===== config.mk =====
export PLATFORM = sky130hd
export DESIGN_NAME = ptc_cfg_regs_flat
export DESIGN_NICKNAME = d
export VERILOG_FILES = /design/src/rtl/ptc_pkg.sv /design/src/rtl/ptc_intf.sv /design/src/rtl/ptc_cfg_regs.sv /design/src/flat_wrapper.sv
export SDC_FILE = /design/constraint.sdc
export NUM_CORES = 1
export LEC_CHECK = 0
export ABC_AREA = 0
export BUFFER_PORTS_ARGS = -buffer_cell sky130_fd_sc_hd__buf_2
export CORE_MARGIN = 2
export CORE_UTILIZATION = 50
export CTS_BUF_LIST = sky130_fd_sc_hd__clkbuf_8
export DETAILED_ROUTE_END_ITERATION = 8
export GPL_ROUTABILITY_DRIVEN = 0
export HOLD_SLACK_MARGIN = 0.06
export PLACE_DENSITY = 0.9
export SLEW_MARGIN = 20
export SYNTH_ARGS = -nofsm -noshare
export SYNTH_HDL_FRONTEND = slang
export SYNTH_SLANG_ARGS = --single-unit

===== constraint.sdc =====
create_clock -name clk_i -period 1 [get_ports clk_i]
set_clock_uncertainty 0.1 [all_clocks]
set_input_delay 0.1 -clock clk_i [delete_from_list [all_inputs] [get_ports clk_i]]
set_output_delay 0.1 -clock clk_i [all_outputs]
set_load 0.02 [all_outputs]

===== src/rtl/ptc_pkg.sv =====
// shared widths, codes, types and constants of the pressure/temperature compensation unit
package ptc_pkg;

  localparam int RAW_W      = 24;
  localparam int CAL_W      = 16;
  localparam int TEMP_W     = 19;
  localparam int PRES_W     = 32;
  localparam int CFG_IDX_W  = 3;

  // front datapath widths
  localparam int DT_W       = 25;
  localparam int PROD_W     = 42;
  localparam int DTSQ_W     = 2 * DT_W;
  localparam int T2_W       = 17;
  localparam int OFF_W      = 36;

  // scaling shifts
  localparam int C5_SHIFT   = 8;
  localparam int C2_SHIFT   = 17;
  localparam int C1_SHIFT   = 16;
  localparam int TEMP_SHIFT = 23;
  localparam int OFF_SHIFT  = 6;
  localparam int SENS_SHIFT = 7;
  localparam int T2_SHIFT   = 31;
  localparam int PMUL_SHIFT = 21;
  localparam int PRES_SHIFT = 15;

  // second-order correction factors
  localparam int OFF2_A_MUL  = 61;
  localparam int OFF2_A_SHR  = 4;
  localparam int OFF2_B_MUL  = 15;
  localparam int SENS2_A_SHL = 1;
  localparam int SENS2_B_SHL = 3;

  localparam logic signed [TEMP_W-1:0] TEMP_REF  = 19'sd2000;
  localparam logic signed [TEMP_W-1:0] TEMP_COLD = -19'sd1500;

  // queue between front and back
  localparam int FIFO_DEPTH = 4;
  localparam int FIFO_PTR_W = $clog2(FIFO_DEPTH);
  localparam int FIFO_CNT_W = $clog2(FIFO_DEPTH + 1);

  typedef enum logic [CFG_IDX_W-1:0] {
    CFG_C1 = 3'd0,
    CFG_C2 = 3'd1,
    CFG_C3 = 3'd2,
    CFG_C4 = 3'd3,
    CFG_C5 = 3'd4,
    CFG_C6 = 3'd5
  } cfg_idx_e;

  typedef struct packed {
    logic [CAL_W-1:0] c1;
    logic [CAL_W-1:0] c2;
    logic [CAL_W-1:0] c3;
    logic [CAL_W-1:0] c4;
    logic [CAL_W-1:0] c5;
    logic [CAL_W-1:0] c6;
  } cal_t;

  localparam cal_t CAL_RESET = '{
    c1: 16'd46372,
    c2: 16'd43981,
    c3: 16'd29059,
    c4: 16'd27842,
    c5: 16'd31553,
    c6: 16'd28165
  };

  // first-order results handed from front to back
  typedef struct packed {
    logic [RAW_W-1:0]         raw_pressure;
    logic signed [TEMP_W-1:0] temp1;
    logic [T2_W-1:0]          t2;
    logic signed [OFF_W-1:0]  off;
    logic signed [OFF_W-1:0]  sens;
    logic                     second;
    logic                     cold;
  } front_item_t;

endpackage


===== src/rtl/ptc_intf.sv =====


interface ptc_cfg_if import ptc_pkg::*; ();
  logic                 valid;
  logic                 ready;
  logic [CFG_IDX_W-1:0] index;
  logic [CAL_W-1:0]     data;

  modport source (output valid, output index, output data, input ready);
  modport sink   (input valid, input index, input data, output ready);
endinterface


===== src/rtl/ptc_cfg_regs.sv =====
// calibration word registers C1..C6
module ptc_cfg_regs import ptc_pkg::*; (
  input  logic     clk_i,
  input  logic     rst_ni,
  ptc_cfg_if.sink  cfg,
  output cal_t     cal_o
);

  cal_t cal_q;

  assign cfg.ready = 1'b1;
  assign cal_o     = cal_q;

  always_ff @(posedge clk_i or negedge rst_ni) begin
    if (!rst_ni) begin
      cal_q <= CAL_RESET;
    end else if (cfg.valid && cfg.ready) begin
      unique case (cfg_idx_e'(cfg.index))
        CFG_C1: cal_q.c1 <= cfg.data;
        CFG_C2: cal_q.c2 <= cfg.data;
        CFG_C3: cal_q.c3 <= cfg.data;
        CFG_C4: cal_q.c4 <= cfg.data;
        CFG_C5: cal_q.c5 <= cfg.data;
        CFG_C6: cal_q.c6 <= cfg.data;
        default: ;
      endcase
    end
  end

endmodule


===== src/flat_wrapper.sv =====
// flat-port wrapper written by rule: the top's interface ports become plain ports
module ptc_cfg_regs_flat import ptc_pkg::*;
  (clk_i, rst_ni, cal_o, cfg_valid, cfg_index, cfg_data, cfg_ready);
  ptc_cfg_if cfg_i ();
  input  logic clk_i;
  input  logic rst_ni;
  output cal_t cal_o;
  input wire logic [$bits(cfg_i.valid)-1:0] cfg_valid;
  input wire logic [$bits(cfg_i.index)-1:0] cfg_index;
  input wire logic [$bits(cfg_i.data)-1:0] cfg_data;
  output wire logic [$bits(cfg_i.ready)-1:0] cfg_ready;
  assign cfg_i.valid = cfg_valid;
  assign cfg_i.index = cfg_index;
  assign cfg_i.data = cfg_data;
  assign cfg_ready = cfg_i.ready;
  ptc_cfg_regs u_core (.clk_i(clk_i), .rst_ni(rst_ni), .cfg(cfg_i), .cal_o(cal_o));
endmodule

# [Yosys cells after proc, flatten, opt, wreduce, memory -nomap -nowiden]
# Index checks and enable logic that the tools add are counted.
[word_totals] register_bits=96 in_bits=22 word_cells=18
[classes] n_eq_ne=5 reduce_logical=7
[ops] operator="2-bit AND reduction" n=6
[ops] operator="3-bit by 2-bit == test with 1-bit output, second input constant" n=2
[ops] operator="3-bit == test, second input constant" n=2
[ops] operator="3-bit by 1-bit == test with 1-bit output, second input constant" n=1
[ops] operator="3-bit logical NOT" n=1

# [Depth between registers and ports, before layout]
[depth] depth_word=2 depth_mapped=5 mapped_depth_nobuf=2

# [Least setup slack after synthesis]
# OpenSTA, ideal clock, no wires.
[synth_timing] kind="input -> register" startpoint="input port cfg_index[0]" endpoint="register u_core.cal_q, in the netlist u_core.cal_o[86]" arrival_time_ps=1184 slack_ps=-409 stages=4 path_buffers=2 cell_sequence="buf_6 -> nor4b_4 -> buf_8 -> mux2_4"
[synth_between] elab_chain_len=2
[synth_lines] element="start: declaration" line_no="flat_wrapper.sv:9" rtl="input wire logic [$bits(cfg_i.index)-1:0] cfg_index;"
[synth_lines] element="3-bit logical NOT" line_no="ptc_cfg_regs.sv:18" rtl="unique case (cfg_idx_e'(cfg.index))"
[synth_lines] element="2-bit AND reduction (no line)"
[synth_lines] element="end: declaration" line_no="ptc_cfg_regs.sv:9" rtl="cal_t cal_q;"
# Every way passes these cells.
# A chain may end at the register's enable or synchronous reset.

# [Worst setup path in the final report]
[layout_timing] startpoint="register u_core.cal_q, in the netlist u_core.cal_o[9]" endpoint="output port cal_o[9] (netlist name)"
[layout_lines] element="end: declaration" line_no="flat_wrapper.sv:7" rtl="output cal_t cal_o;"
# No word-level cell between the ends.

==> results.md <==
- Status: finished with violations
- Failing checks: setup timing
- Crit path cell chain: buf_6
- Vias in the first global route: 2,844
- Global routing usage summed across all routing layers: 27.2%
- # Max-Cap Violations: 0
- Cell count after synthesis: 210
- Biggest area consumer among synthesized cells: sky130_fd_sc_hd__dfrtp_1
- TritonCTS clock tree: built
- Number of synthesis warnings: 0
- CP top delay family: flip-flops
- Max FFs per register: 96
- Chip height: about 91 um
- Setup WS post-layout: -281 ps
- Highest attainable clock frequency: just under 800 MHz
- Data required, critical path: 800 ps
- Overall overflow remaining after global route: 0
- Wire length reported by the detailed router: 12,200 um
- Iteration count of the initial detailed-routing pass: 4
- CP startpoint kind: flop
- Final slew viol count: 0
- Worst hold path class: input pin to async pin
- Total design power: 14.0 mW
- Final period demand of the worst path: 1280 ps
- Clock Latency Late Sink: 350 ps
- Final worst path period share: 128%
- Number of levels in the clock H-tree: 3
- Hold Fails Final Rpt: 0
- Number of distinct library cells after synthesis: 13
- Violation count after the first detailed-routing iteration: ~150
- Port buffer count: 117
- Clock transition at the register clock pins on the worst setup and hold paths after CTS: ~110 ps
- Initial antenna violation count: 0
- Detail-routed via count per cell: about 5.3
- Horizontal extent of the die: 91.0 um
- Length in cells of the worst reg-to-reg path: 3
- Global-route wire length before repair: ~17,000 um
- Wirelength per Cell: 23.9 um
- Cell types with the largest area share after synthesis: sky130_fd_sc_hd__dfrtp_1 33%, sky130_fd_sc_hd__dfstp_2 32%, sky130_fd_sc_hd__mux2_2 25%
- Count of final setup violators: approximately 130
- Routed vias: 2,707
- Maximum fanout encountered on the critical timing path: 2
- Data arrival time at the worst-slack endpoint: roughly 1100 ps
- Critical Path End Type: output pin
- Count of antenna-violating nets left after detailed routing: 0
- Largest voltage drop on the vdd net: 1.31 mV
- Slowest Stage Delay on Critical Path: around 580 ps
- CTS Buffer Depth: 2
- Synthesis-stage register bit count: 96
- RSZ-0062 raised after global routing: true
- CTS root buf: sky130_fd_sc_hd__clkbuf_8
- Net count of the finished layout: 431
- Synthesized cell area: 0.00378 mm2
- Post-route DRC: 0
- Leakage power of the design: between 2 and 3 nW
- Most frequent standard cell in the layout excluding fill and tap cells: sky130_fd_sc_hd__buf_6
- Cts bufs inserted: 9
- Area of the core: 0.00729 mm2
- Area of the die: 0.00828 mm2
- Worst reg2reg startpoint: u_core.cal_o[61]
- Effective utilization at floorplan: roughly half
- Maximum number of pins on one net before global-route repair: 71
- Sum of net half-perimeters after detailed placement: 5980 um
- Diodes inserted: 0
- Filler cell count: 294
- Number of top-level pins: 119
- PD cells: 2210 mW/mm2
- Post-synth top area share: around 33%
- Share of layout cells above drive strength 1: 83.6%
- Worst path slowest cell: sky130_fd_sc_hd__dfstp_2
- R2r setup slk: -110 ps
- Reg2reg end: u_core.cal_o[61]
- Count of standard-cell rows: 31
- Synthesized net count: 232
- Highest-count cells in the layout ignoring fill and taps: 120 x sky130_fd_sc_hd__buf_6, 68 x sky130_fd_sc_hd__mux2_4, 50 x sky130_fd_sc_hd__dfrtp_1, 46 x sky130_fd_sc_hd__dfstp_2, 31 x sky130_fd_sc_hd__buf_4
- Buffers & Inverters on Critical Path: 1
- Seq/Total Area, Yosys: about two thirds
- Category of the critical setup timing path: flop to output pin
- Smallest hold slack: 211 ps
- Area growth from synthesis to final layout: 66.7%
- Clock sink total: 96
- Post-synthesis average cell area: roughly 18 um2
==> cell usage after synthesis <==
library cell               count
sky130_fd_sc_hd__mux2_2       85
sky130_fd_sc_hd__dfrtp_1      50
sky130_fd_sc_hd__dfstp_2      46
sky130_fd_sc_hd__mux2_4       10
sky130_fd_sc_hd__buf_6         7
sky130_fd_sc_hd__and4bb_2      3
sky130_fd_sc_hd__buf_2         2
sky130_fd_sc_hd__nand4b_2      2
sky130_fd_sc_hd__buf_4         1
sky130_fd_sc_hd__buf_8         1
sky130_fd_sc_hd__conb_1        1
sky130_fd_sc_hd__mux2_1        1
sky130_fd_sc_hd__nor4b_4       1
==> how the worst max path moves through the flow <==
stage                          start  cells past startpoint  slack [ps]          endpoint
detailed placement      cfg_index[2]                      4        -390  u_core.cal_o[81]
finish               u_core.cal_o[9]                      1        -280          cal_o[9]
CTS                 u_core.cal_o[73]                      1        -250         cal_o[73]
floorplan               cfg_index[0]                      4        -350  u_core.cal_o[86]
global route        u_core.cal_o[42]                      1        -290         cal_o[42]
global placement        cfg_index[2]                      4        -360  u_core.cal_o[81]
==> layer usage <==
| metal | wire [um] | part of all wire (%) | vias up | track usage, % |
|---|---|---|---|---|
| met1 | 4970 | 41 | 1399 | 36.1 |
| met4 | 269 | 2.2 | 0 | 5.93 |
| met5 | 0 | 0 | - | 0 |
| met3 | 852 | 7.0 | 20 | 6.64 |
| li1 | - | - | 1138 | - |
| met2 | 6150 | 50 | 150 | 45.7 |
==> logic make-up after synthesis <==
kind of cell	synth area share, %
other cells	0.0991
mux	29.6
simple gates	2.41
buf+inv	2.94
flops	65.0
==> where the power goes <==
part / leakage, nW / total [mW] / internal (mW) / switching [mW]
combinational: 1.79 / 5.65 / 3.33 / 2.32
sequential: 1.08 / 5.86 / 5.05 / 0.805
clock: 0.0959 / 2.46 / 1.06 / 1.40
total: 2.97 / 14.0 / 9.44 / 4.53
==> tightest hold or removal path: stages <==
cell and delay, ps:
sky130_fd_sc_hd__dlygate4sd3_1 540, sky130_fd_sc_hd__buf_4 130, sky130_fd_sc_hd__buf_12 310
==> timing repair <==
action / in CTS / in global routing
gates resized for setup: 194 / 37
setup endpoints to repair: 98 / 122
pin swaps: 1 / 1
buffers inserted: 37 / 13
hold buffers: 17 / 0
endpoints found under the hold margin: 192 / 0
cloned: 0 / 1
==> per-stage QoR <==
stage               instances  instance area [um2]  setup WS (ps)  setup TNS (ps)  utilization [%]
floorplan                 210                 3990           -351          -15180                -
global placement          429                 4810           -357          -25570             65.9
detailed placement        429                 4810           -394          -27750             65.9
CTS                       499                 6050           -254          -16080             83.0
global route              513                 6310           -294          -20110             86.5
finish                    513                 6310           -281          -16770             86.5
==> area by class of cell <==
type / instances / area, um2 / share of cell area (%)
multi-input cells: 103 / 1430 / 22.7
repair buffers: 199 / 2100 / 33.4
well taps: 99 / 124 / 1.96
clock inverters: 5 / 38.8 / 0.615
clock buffers: 11 / 151 / 2.40
flip-flops and latches: 96 / 2460 / 39.0
Note: power is estimated with default switching activity, not from simulation.
