===== config.mk =====
export PLATFORM = sky130hd
export DESIGN_NAME = ptc_fifo
export DESIGN_NICKNAME = d
export VERILOG_FILES = /design/src/rtl/ptc_pkg.sv /design/src/rtl/ptc_fifo.sv
export SDC_FILE = /design/constraint.sdc
export NUM_CORES = 1
export LEC_CHECK = 0
export ABC_AREA = 1
export BUFFER_PORTS_ARGS = -buffer_cell sky130_fd_sc_hd__buf_2
export CORE_ASPECT_RATIO = 0.8
export CORE_MARGIN = 1.5
export CORE_UTILIZATION = 52
export DETAILED_ROUTE_END_ITERATION = 8
export PLACE_DENSITY = 0.76
export SLEW_MARGIN = 20
export SYNTH_ARGS = -nofsm -noshare
export SYNTH_HDL_FRONTEND = slang
export SYNTH_SLANG_ARGS = --single-unit

===== constraint.sdc =====
create_clock -name clk_i -period 7.3 [get_ports clk_i]
set_input_delay 0.73 -clock clk_i [delete_from_list [all_inputs] [get_ports clk_i]]
set_output_delay 0.73 -clock clk_i [all_outputs]
set_load 0.005 [all_outputs]

===== src/rtl/ptc_pkg.sv =====
// shared widths, codes, types and constants of the pressure/temperature compensation unit
package ptc_pkg;

  localparam int RAW_W      = 24;
  localparam int CAL_W      = 16;
  localparam int TEMP_W     = 19;
  localparam int PRES_W     = 32;
  localparam int CFG_IDX_W  = 3;

  // front datapath widths
  localparam int DT_W       = 25;
  localparam int PROD_W     = 42;
  localparam int DTSQ_W     = 2 * DT_W;
  localparam int T2_W       = 17;
  localparam int OFF_W      = 36;

  // scaling shifts
  localparam int C5_SHIFT   = 8;
  localparam int C2_SHIFT   = 17;
  localparam int C1_SHIFT   = 16;
  localparam int TEMP_SHIFT = 23;
  localparam int OFF_SHIFT  = 6;
  localparam int SENS_SHIFT = 7;
  localparam int T2_SHIFT   = 31;
  localparam int PMUL_SHIFT = 21;
  localparam int PRES_SHIFT = 15;

  // second-order correction factors
  localparam int OFF2_A_MUL  = 61;
  localparam int OFF2_A_SHR  = 4;
  localparam int OFF2_B_MUL  = 15;
  localparam int SENS2_A_SHL = 1;
  localparam int SENS2_B_SHL = 3;

  localparam logic signed [TEMP_W-1:0] TEMP_REF  = 19'sd2000;
  localparam logic signed [TEMP_W-1:0] TEMP_COLD = -19'sd1500;

  // queue between front and back
  localparam int FIFO_DEPTH = 4;
  localparam int FIFO_PTR_W = $clog2(FIFO_DEPTH);
  localparam int FIFO_CNT_W = $clog2(FIFO_DEPTH + 1);

  typedef enum logic [CFG_IDX_W-1:0] {
    CFG_C1 = 3'd0,
    CFG_C2 = 3'd1,
    CFG_C3 = 3'd2,
    CFG_C4 = 3'd3,
    CFG_C5 = 3'd4,
    CFG_C6 = 3'd5
  } cfg_idx_e;

  typedef struct packed {
    logic [CAL_W-1:0] c1;
    logic [CAL_W-1:0] c2;
    logic [CAL_W-1:0] c3;
    logic [CAL_W-1:0] c4;
    logic [CAL_W-1:0] c5;
    logic [CAL_W-1:0] c6;
  } cal_t;

  localparam cal_t CAL_RESET = '{
    c1: 16'd46372,
    c2: 16'd43981,
    c3: 16'd29059,
    c4: 16'd27842,
    c5: 16'd31553,
    c6: 16'd28165
  };

  // first-order results handed from front to back
  typedef struct packed {
    logic [RAW_W-1:0]         raw_pressure;
    logic signed [TEMP_W-1:0] temp1;
    logic [T2_W-1:0]          t2;
    logic signed [OFF_W-1:0]  off;
    logic signed [OFF_W-1:0]  sens;
    logic                     second;
    logic                     cold;
  } front_item_t;

endpackage


===== src/rtl/ptc_fifo.sv =====
// short queue of first-order results between front and back
module ptc_fifo import ptc_pkg::*; (
  input  logic        clk_i,
  input  logic        rst_ni,
  input  logic        in_valid_i,
  output logic        in_ready_o,
  input  front_item_t in_item_i,
  output logic        out_valid_o,
  input  logic        out_ready_i,
  output front_item_t out_item_o
);

  front_item_t           mem_q [FIFO_DEPTH];
  logic [FIFO_PTR_W-1:0] wr_ptr_q, rd_ptr_q;
  logic [FIFO_CNT_W-1:0] count_q, count_d;
  logic                  push, pop;

  assign in_ready_o  = count_q != FIFO_CNT_W'(FIFO_DEPTH);
  assign out_valid_o = count_q != '0;
  assign push        = in_valid_i && in_ready_o;
  assign pop         = out_valid_o && out_ready_i;
  assign out_item_o  = mem_q[rd_ptr_q];

  always_comb begin
    count_d = count_q;
    if (push && !pop) count_d = count_q + 1'b1;
    if (pop && !push) count_d = count_q - 1'b1;
  end

  always_ff @(posedge clk_i or negedge rst_ni) begin
    if (!rst_ni) begin
      wr_ptr_q <= '0;
      rd_ptr_q <= '0;
      count_q  <= '0;
    end else begin
      if (push) wr_ptr_q <= wr_ptr_q + 1'b1;
      if (pop)  rd_ptr_q <= rd_ptr_q + 1'b1;
      count_q <= count_d;
    end
  end

  always_ff @(posedge clk_i) begin
    if (push) mem_q[wr_ptr_q] <= in_item_i;
  end

  a_count_bound: assert property (@(posedge clk_i) disable iff (!rst_ni)
    count_q <= FIFO_CNT_W'(FIFO_DEPTH))
    else $error("queue count above depth");

  a_count_up: assert property (@(posedge clk_i) disable iff (!rst_ni)
    (push && !pop) |=> (count_q == $past(count_q) + 1'b1))
    else $error("queue count missed a push");

  a_empty_ptr: assert property (@(posedge clk_i) disable iff (!rst_ni)
    (count_q == '0) |-> (wr_ptr_q == rd_ptr_q))
    else $error("empty queue with pointers apart");

  a_full_ptr: assert property (@(posedge clk_i) disable iff (!rst_ni)
    (count_q == FIFO_CNT_W'(FIFO_DEPTH)) |-> (wr_ptr_q == rd_ptr_q))
    else $error("full queue with pointers apart");

endmodule


### Word-level counts from Yosys, hierarchy flattened

Memory sizes are Yosys's and may differ from the RTL's.
Cells that the tools add are included.

| operators by class | value |
|---|---|
| $add $sub $neg | 4 |
| eq/ne operators | 1 |
| mux-type cells | 4 |
| reduce and logical (&&, ||, !) cells | 8 |

Operators with widths:

| operator | count |
|---|---|
| $mux W3 | 2 |
| $add A2 B1 Y2 const B | 2 |
| $logic_and A1 B1 Y1 | 4 |
| $add A3 B1 Y3 const B | 1 |
| $ne A3 B3 Y1 const B | 1 |
| $reduce_bool A3 Y1 | 1 |
| $sub A3 B1 Y3 const B | 1 |
| $logic_not A1 Y1 | 2 |
| $mux W1 | 2 |
| $reduce_bool A2 Y1 | 1 |

| storage, ports and cells | value |
|---|---|
| register bits | 7 |
| memory bits (writable) | 536 |
| input port bits | 138 |
| memories kept | 1 |

Memories:

| memory | depth | width | read ports | clocked after Yosys merged registers in | write ports | RTL line | source |
|---|---|---|---|---|---|---|---|
| mem_q | 4 | 134 | 1 | 0 | 1 | ptc_fifo.sv:13 | `front_item_t mem_q [FIFO_DEPTH];` |

### Longest topological paths before layout

Gate-level depths: netlist (run 1).

| depth | value |
|---|---|
| depth after elaboration | 6 |
| depth in mapped cells | 12 |

### Worst setup path before layout (run 1)

OpenSTA, ideal clock, no wires.

| timing path | value |
|---|---|
| kind | input port to flip-flop |
| start point | input port in_valid_i |
| end point | memory mem_q[0][0] (netlist bit) (enable) |
| setup time | 0.630 ns |
| data arrival time | 6.448 ns |
| data required time | 6.670 ns |
| setup slack | 0.222 ns |
| stages | 2 |
| path through | nand2_1 > nor2_1 |

| between the ends | value |
|---|---|
| cells in the longest elaborated chain, start to end | 3 |

RTL lines:

| item | RTL line | source |
|---|---|---|
| from (decl) | ptc_fifo.sv:5 | `input logic in_valid_i,` |
| $logic_and A1 B1 Y1 | ptc_fifo.sv:20 | `assign push = in_valid_i && in_ready_o;` |
| $mux W1 | ptc_fifo.sv:43 | `if (push) mem_q[wr_ptr_q] <= in_item_i;` |
| $mux W1 (not written as such) | ptc_fifo.sv:43 |  |
| to (decl) | ptc_fifo.sv:13 |  |

No other way between the ends.

==> qor.csv, run 1 <==
stage,metric,value,unit
die,io_pins,274,
pwr,sw_frac_of_total,0.3331,
synthesis,netlist.area_leader.share,0.7361,
pwr,p_per_area,397.0,mW/mm²
sta,skew,0.01453,ns
clocking,clk_pin_slew,0.06,ns
die,dieHeight,186.4,µm
global_route,use_met3,0.05241,
pwr,max-vdd-ir-drop,379.6,µV
clocking,clk_latency,0.58,ns
pwr,power_frac_comb,0.311,
clocking,cts_tree,done,
clocking,numCtsBuffers,51,
global_route,antenna_found_initial,11,
placement,portBuffers,273,
synthesis,synthSimpleGateAreaFrac,0.07450,
placement,placed_cell_area,0.02328,mm²
sta,period_minus_slack,4.015,ns
critical_path,arrival,3.29,ns
drt,wl_per_cell,17.14,µm
critical_path,crit_type,reg -> out,
sta,finalCritPeriodShare,0.5501,
sta,hold_ws,0.3569,ns
die,start_util,0.5328,
global_route,grt_overflow_total,0,
drt,via_count,12730,
synthesis,synth.avg_cell_area,13.48,µm²
layout,final_layout_size_suffix_gt1_frac,0.1931,
sta,final.setup.tns,0,ns
critical_path,cp_cell_sequence,"inv_4, buf_4, o211ai_1, nand2_1, buf_2",
synthesis,synthAdderAreaFrac,0.003777,
synthesis,seq_area_frac_synth,0.7441,
critical_path,cp_slowest_cell,buf_4,
synthesis,ys.flop_type,edfxtp_1,
synthesis,synth_xor_area_frac,0.0004005,
synthesis,synth_nets,1766,
sta,drv_slew,0,
die,die-area,0.04330,mm²
critical_path,slowest_delay,0.76,ns
global_route,top_usage_layer,met2,
drt,wl,42310,µm
drt,ant_nets,0,
clocking,cts-htree-levels,2,
pwr,p_int,6.598,mW
synthesis,synth-edff-count,536,
synthesis,synth.area.mux_share,0,
synthesis,yosys.cell_types.count,18,
sta,rsz0062_at_grt,no,
sta,tightest_slew,1.033,ns
placement,gp_congestion,0.8107,
drt,via_per_inst,5.159,
synthesis,post-synth-top-count-cell,edfxtp_1,
die,die_w,232.3,µm
pwr,power_frac_seq,0.431,
synthesis,synth-compound-area-share,0.09224,
synthesis,synth_top_cell_by_area,edfxtp_1,
pwr,pwr-share-clk,0.258,
synthesis,synthTopCellsByArea,"edfxtp_1 (74%), o211ai_1 (9.2%), nand2_1 (7.2%)",
worst_hold_path,hp-class,in -> reg,
synthesis,async_flop_share,0.01289,
clocking,cts_buffer_depth,3,
drt,drtPass1Iterations,8,
pwr,total_power,9.894,mW
placement,dpl.hpwl,24490,µm
sta,clock.fmax,249.0,MHz
layout,areaGrowthSynthToFinish,13.99,%
job,maxCapViolations,0,
sta,slew_headroom,0.3110,
die,std_cell_rows,66,
clocking,cts.repair.resized,0,
global_route,grt_max_degree,237,
layout,stdcell_area,0.02493,mm²
synthesis,ys_warn_count,0,
sta,hold_viol_final,0,
sta,setup_viol,0,
synthesis,synth_top_family_by_area,compound AO/OA/AOI/OAI gates,
critical_path,cp.required,6.57,ns
global_route,grt_pass1_wl,66730,µm
global_route,grt_use_total,0.1983,
synthesis,synth_common_cells,"edfxtp_1 (536), nand2_1 (419), inv_1 (282), o211ai_1 (268), buf_6 (53)",
pwr,switchingPower,3.296,mW
critical_path,crit_fanout,68,
run_status,status,finished clean,
global_route,gr-usage-met2,0.3239,
critical_path,critPathBufInv,3,
global_route,grt_use_met1,0.2577,
drt,drc_errors,0,
drt,drt_iter0_drc,821,
global_route,grt_pass1_vias,12420,
synthesis,syn_inst,1622,
critical_path,start_kind,flip-flop,
synthesis,syn_area,0.02187,mm²
synthesis,ys_ff_latch,543,
critical_path,crit_family,buffers and inverters,
clocking,numClockSinks,543,
die,core,0.04104,mm²
critical_path,crit_path_end_kind,output pin,
clocking,clock-root-buffer,clkbuf_16,
pwr,p_leak,10.03,nW
layout,layout.nets,2019,
==> state kept, by name, indices dropped and copies added, names as in the netlist <==
name,flops
wr_ptr_q,2
mem_q,536
rd_ptr_q,2
count_q,3
==> path summary, 6_finish.rpt <==
kind	from	to	slack (ns)	cells after the start
worst min-delay path	in_item_i[99]	mem_q[0][99]	0.36	1
worst max register to register	count_q[0]	mem_q[2][86]	4.22	5
max in group asynchronous	rst_ni	rd_ptr_q[1]	6.55	2
worst min register to register	count_q[0]	count_q[0]	0.50	1
worst max-delay path	rd_ptr_q[1]	out_item_o[61]	3.28	5
min in group asynchronous	rst_ni	rd_ptr_q[0]	0.55	2
==> area by class of cell <==
class                           count  area, µm²
Clock buffer                       64       1368
Multi-Input combinational cell    707       3767
Inverter                          284       1076
Tap cell                          544      680.7
Clock inverter                     30      245.2
Sequential cell                   543      16270
Fill cell                        3057      16120
Antenna cell                        8      20.02
Timing Repair Buffer              288       1494
==> cells by family (layout without fill, tap and decap cells) <==
logic type | after synthesis | in the layout
and+or+nand+nor | 431 | 431
AOI/OAI and AO/OA | 269 | 269
xor gates and xnor gates | 1 | 1
buffers and inverters | 372 | 666
other | 0 | 8
DFF | 543 | 543
adders and majority gates | 6 | 6
==> power by group through the flow <==
stage                     combinational [mW]  sequential [mW]  clock [mW]
after CTS                               3.12             4.27        2.60
after floorplan                         2.19             4.39           0
after global placement                  3.03             4.31           0
final                                   3.08             4.27        2.55
after global routing                    3.44             4.32        2.73
after detailed placement                3.10             4.33           0
==> layout by cell type (no fill, tap or decap), types with 4 or more instances in the layout <==
master       n
buf_2      273
buf_4       13
bufinv_16    4
clkbuf_1    11
clkbuf_16   53
clkinv_1     7
clkinv_2    18
dfrtp_1      6
diode_2      8
edfxtp_1   536
ha_1         5
inv_1      282
nand2_1    419
nand3_1      7
nor2_4       4
o211ai_1   268
==> repair_timing <==
action | CTS | global route
buffers inserted | 0 | 0
endpoints found under the hold margin | 7 | 0
hold buffers | 1 | 0
==> layer usage <==
layer	routed length [µm]	share of wire
met1	17930	0.42
met2	20020	0.47
met3	3128	0.074
met4	1192	0.028
met5	44	0.0010
==> worst reg2reg max path, cell delays in order, from the launching register on <==
cell,delay [ns]
dfrtp_1,0.39
inv_1,0.11
nand3_1,0.18
nand2_1,0.32
nor2_4,0.80
buf_4,0.84
==> stage by stage <==
stage	util	setup slack (ns)	instances
5_1_grt	0.6071	3.129	2464
3_5_place_dp	0.5673	3.912	2365
4_1_cts	0.6068	3.264	2460
3_3_place_gp	0.5673	3.937	2365
2_1_floorplan	-	0.2225	1622
6_report	0.6073	3.285	2468
No activity file was read; power rests on OpenSTA's default activity.
==> inputs of run 2 (changes only) <==
--- a/config.mk
+++ b/config.mk
@@ -9,9 +9,9 @@
 export BUFFER_PORTS_ARGS = -buffer_cell sky130_fd_sc_hd__buf_2
 export CORE_ASPECT_RATIO = 0.8
 export CORE_MARGIN = 1.5
-export CORE_UTILIZATION = 52
+export CORE_UTILIZATION = 58
 export DETAILED_ROUTE_END_ITERATION = 8
-export PLACE_DENSITY = 0.76
+export PLACE_DENSITY = 0.8
 export SLEW_MARGIN = 20
 export SYNTH_ARGS = -nofsm -noshare
 export SYNTH_HDL_FRONTEND = slang
==> constraint.sdc (replaced) <==
create_clock -name clk_i -period 3.7 [get_ports clk_i]
set_input_delay 0.37 -clock clk_i [delete_from_list [all_inputs] [get_ports clk_i]]
set_output_delay 0.37 -clock clk_i [all_outputs]
set_load 0.005 [all_outputs]
==> run 2 against run 1 <==
Hold slack worse by 0.33 ns. Clock power grew 100%. Design area increased by 3.3%. Count of clock-buffer cells in the layout up 7. Via count rose by 2.9%. Non-clock buffer count up 81. Final cell count up 0.69%. Clock skew shrank 0.0039 ns. First-iteration DRC count is 22% higher.
==> qor.csv, run 2 (synthesized netlist as in run 1, its figures left out) <==
stage,metric,value,unit,change
critical_path,crit_path_end_kind,output pin,,
clocking,clock-root-buffer,clkbuf_16,,
drt,via_per_inst,5.274,,+2.2%
job,maxCapViolations,0,,unchanged
drt,drtPass1Iterations,5,,-3
clocking,numCtsBuffers,51,,unchanged
drt,wl_per_cell,17.60,µm,+2.7%
layout,layout.nets,2100,,+4.0%
critical_path,start_kind,flip-flop,,
placement,gp_congestion,0.8005,,-1.3%
placement,placed_cell_area,0.02339,mm²,+0.47%
clocking,cts_tree,done,,
critical_path,arrival,2.58,ns,-0.71 ns
global_route,grt_use_met1,0.2952,,+0.03747
clocking,cts-htree-levels,2,,unchanged
placement,dpl.hpwl,24120,µm,-1.5%
die,dieHeight,176.7,µm,-5.2%
global_route,use_met3,0.05120,,-0.001212
sta,hold_ws,0.02643,ns,-0.3304 ns
sta,finalCritPeriodShare,0.7964,,
layout,layout_commonest_cell,edfxtp_1,,
drt,via_count,13110,,+2.9%
pwr,p_per_area,771.4,mW/mm²,+94%
global_route,gr-usage-met2,0.3776,,+0.05367
pwr,total_power,19.87,mW,+100%
sta,period_minus_slack,2.947,ns,
clocking,clk_pin_slew,0.06,ns,about the same
global_route,grt_max_degree,144,,-39%
layout,final_cell_mix,"edfxtp_1 (536), nand2_1 (419), inv_1 (282)",,
die,std_cell_rows,63,,-4.5%
layout,largest_register_ffs,536,,unchanged
die,die-area,0.03888,mm²,-10%
worst_hold_path,hp-class,in -> reg,,
critical_path,cpMostUsedCell,nand2_1,,
sta,skew,0.01061,ns,-0.003922 ns
drt,ant_nets,0,,unchanged
critical_path,cp_cell_sequence,"inv_8, buf_4, nand2_1, o211ai_1, nand2_1, buf_2",,
critical_path,cp_slowest_cell,inv_8,,
layout,areaGrowthSynthToFinish,17.80,%,
pwr,p_leak,10.39,nW,+3.6%
layout,seq_area,0.01627,mm²,unchanged
drt,wl,43740,µm,+3.4%
die,io_pins,274,,unchanged
critical_path,crit_fanout,143,,+110%
layout,stdcell_area,0.02576,mm²,+3.3%
layout,final_core_util,0.6938,,+0.08645
pwr,max-vdd-ir-drop,873.9,µV,+130%
critical_path,cp.required,3.33,ns,-3.24 ns
run_status,status,finished clean,,
sta,clock.fmax,339.4,MHz,
sta,setup_viol,0,,unchanged
drt,drc_errors,0,,unchanged
die,die_w,220.1,µm,-5.2%
critical_path,crit_type,reg -> out,,
drt,drt_iter0_drc,1005,,+22%
sta,rsz0062_at_grt,no,,
sta,slew_headroom,0.4317,,+0.1206
global_route,grt_pass1_wl,67460,µm,+1.1%
placement,portBuffers,273,,unchanged
layout,multiInputGateArea,0.003767,mm²,unchanged
clocking,post_cts_buffers,0,,unchanged
global_route,grt_overflow_total,0,,unchanged
layout,final_layout_size_suffix_gt1_frac,0.1851,,-0.008055
clocking,numClockSinks,543,,unchanged
global_route,grt_pass1_vias,12920,,+4.0%
global_route,antenna_found_initial,6,,-5
critical_path,slowest_delay,0.56,ns,-0.20 ns
global_route,top_usage_layer,met2,,
die,start_util,0.5890,,+0.05618
layout,regMostFlops,mem_q,,
clocking,cts.repair.resized,0,,unchanged
sta,tightest_slew,0.8525,ns,-0.1809 ns
clocking,clk_latency,0.56,ns,-0.02 ns
layout,n_fill_cell,2390,,-22%
die,core,0.03713,mm²,-9.5%
layout,largestRegisters,"mem_q: 536 flops, count_q: 3 flops",,
clocking,cts_buffer_depth,3,,unchanged
global_route,grt_use_total,0.2260,,+0.02769
sta,drv_slew,0,,unchanged
sta,final.setup.tns,0,ns,unchanged
sta,hold_viol_final,0,,unchanged
[run 2: area by class of cell]
type                            count  area share
Multi-Input combinational cell    707      0.1463
Antenna cell                        4   0.0003886
Inverter                          284     0.04178
Sequential cell                   543      0.6318
Clock buffer                       71     0.05450
Clock inverter                     20    0.008598
Timing Repair Buffer              369     0.09298
Tap cell                          487     0.02366
[run 2: repair_timing]
| action | in CTS | in global routing |
|---|---|---|
| endpoints found under the setup margin | 0 | 0 |
| hold buffers | 73 | 0 |
| endpoints found under the hold margin | 274 | 0 |
[run 2: final timing paths]
check	startpoint	to	slack, ns	cells after the start
setup / recovery	rd_ptr_q[0]	out_item_o[4]	0.75	6
hold / removal	in_item_i[124]	mem_q[3][124]	0.03	1
setup reg to reg	count_q[0]	mem_q[1][107]	1.47	5
hold reg to reg	count_q[1]	count_q[1]	0.49	2
max in group asynchronous	rst_ni	rd_ptr_q[1]	3.26	2
min in group asynchronous	rst_ni	wr_ptr_q[0]	0.25	2
[run 2: routing by layer]
metal,part of all wire,vias to the layer above
li1,-,6352
met1,0.41,6235
met2,0.49,419
met3,0.071,97
met4,0.027,4
met5,0.00059,-
[run 2: worst max-delay path: cells and delay by family, from the launching register on]
| kind | cells | cell delay (ns) |
|---|---|---|
| AOI/OAI and AO/OA | 1 | 0.13 |
| and+or+nand+nor | 2 | 0.20 |
| DFF | 1 | 0.45 |
| buffers and inverters | 3 | 1.16 |
[run 2: stage by stage]
step,worst slack (ns),cells
2_1_floorplan,-1.010,1622
3_3_place_gp,1.452,2317
6_report,0.7535,2485
5_1_grt,0.5351,2484
4_1_cts,0.7295,2481
3_5_place_dp,1.350,2317
[run 2: power by group]
part	total (mW)	internal, mW	switching [mW]
Clock	5.09	2.99	2.11
Sequential	8.36	8.09	0.271
Combinational	6.41	2.21	4.20
Total	19.9	13.3	6.58
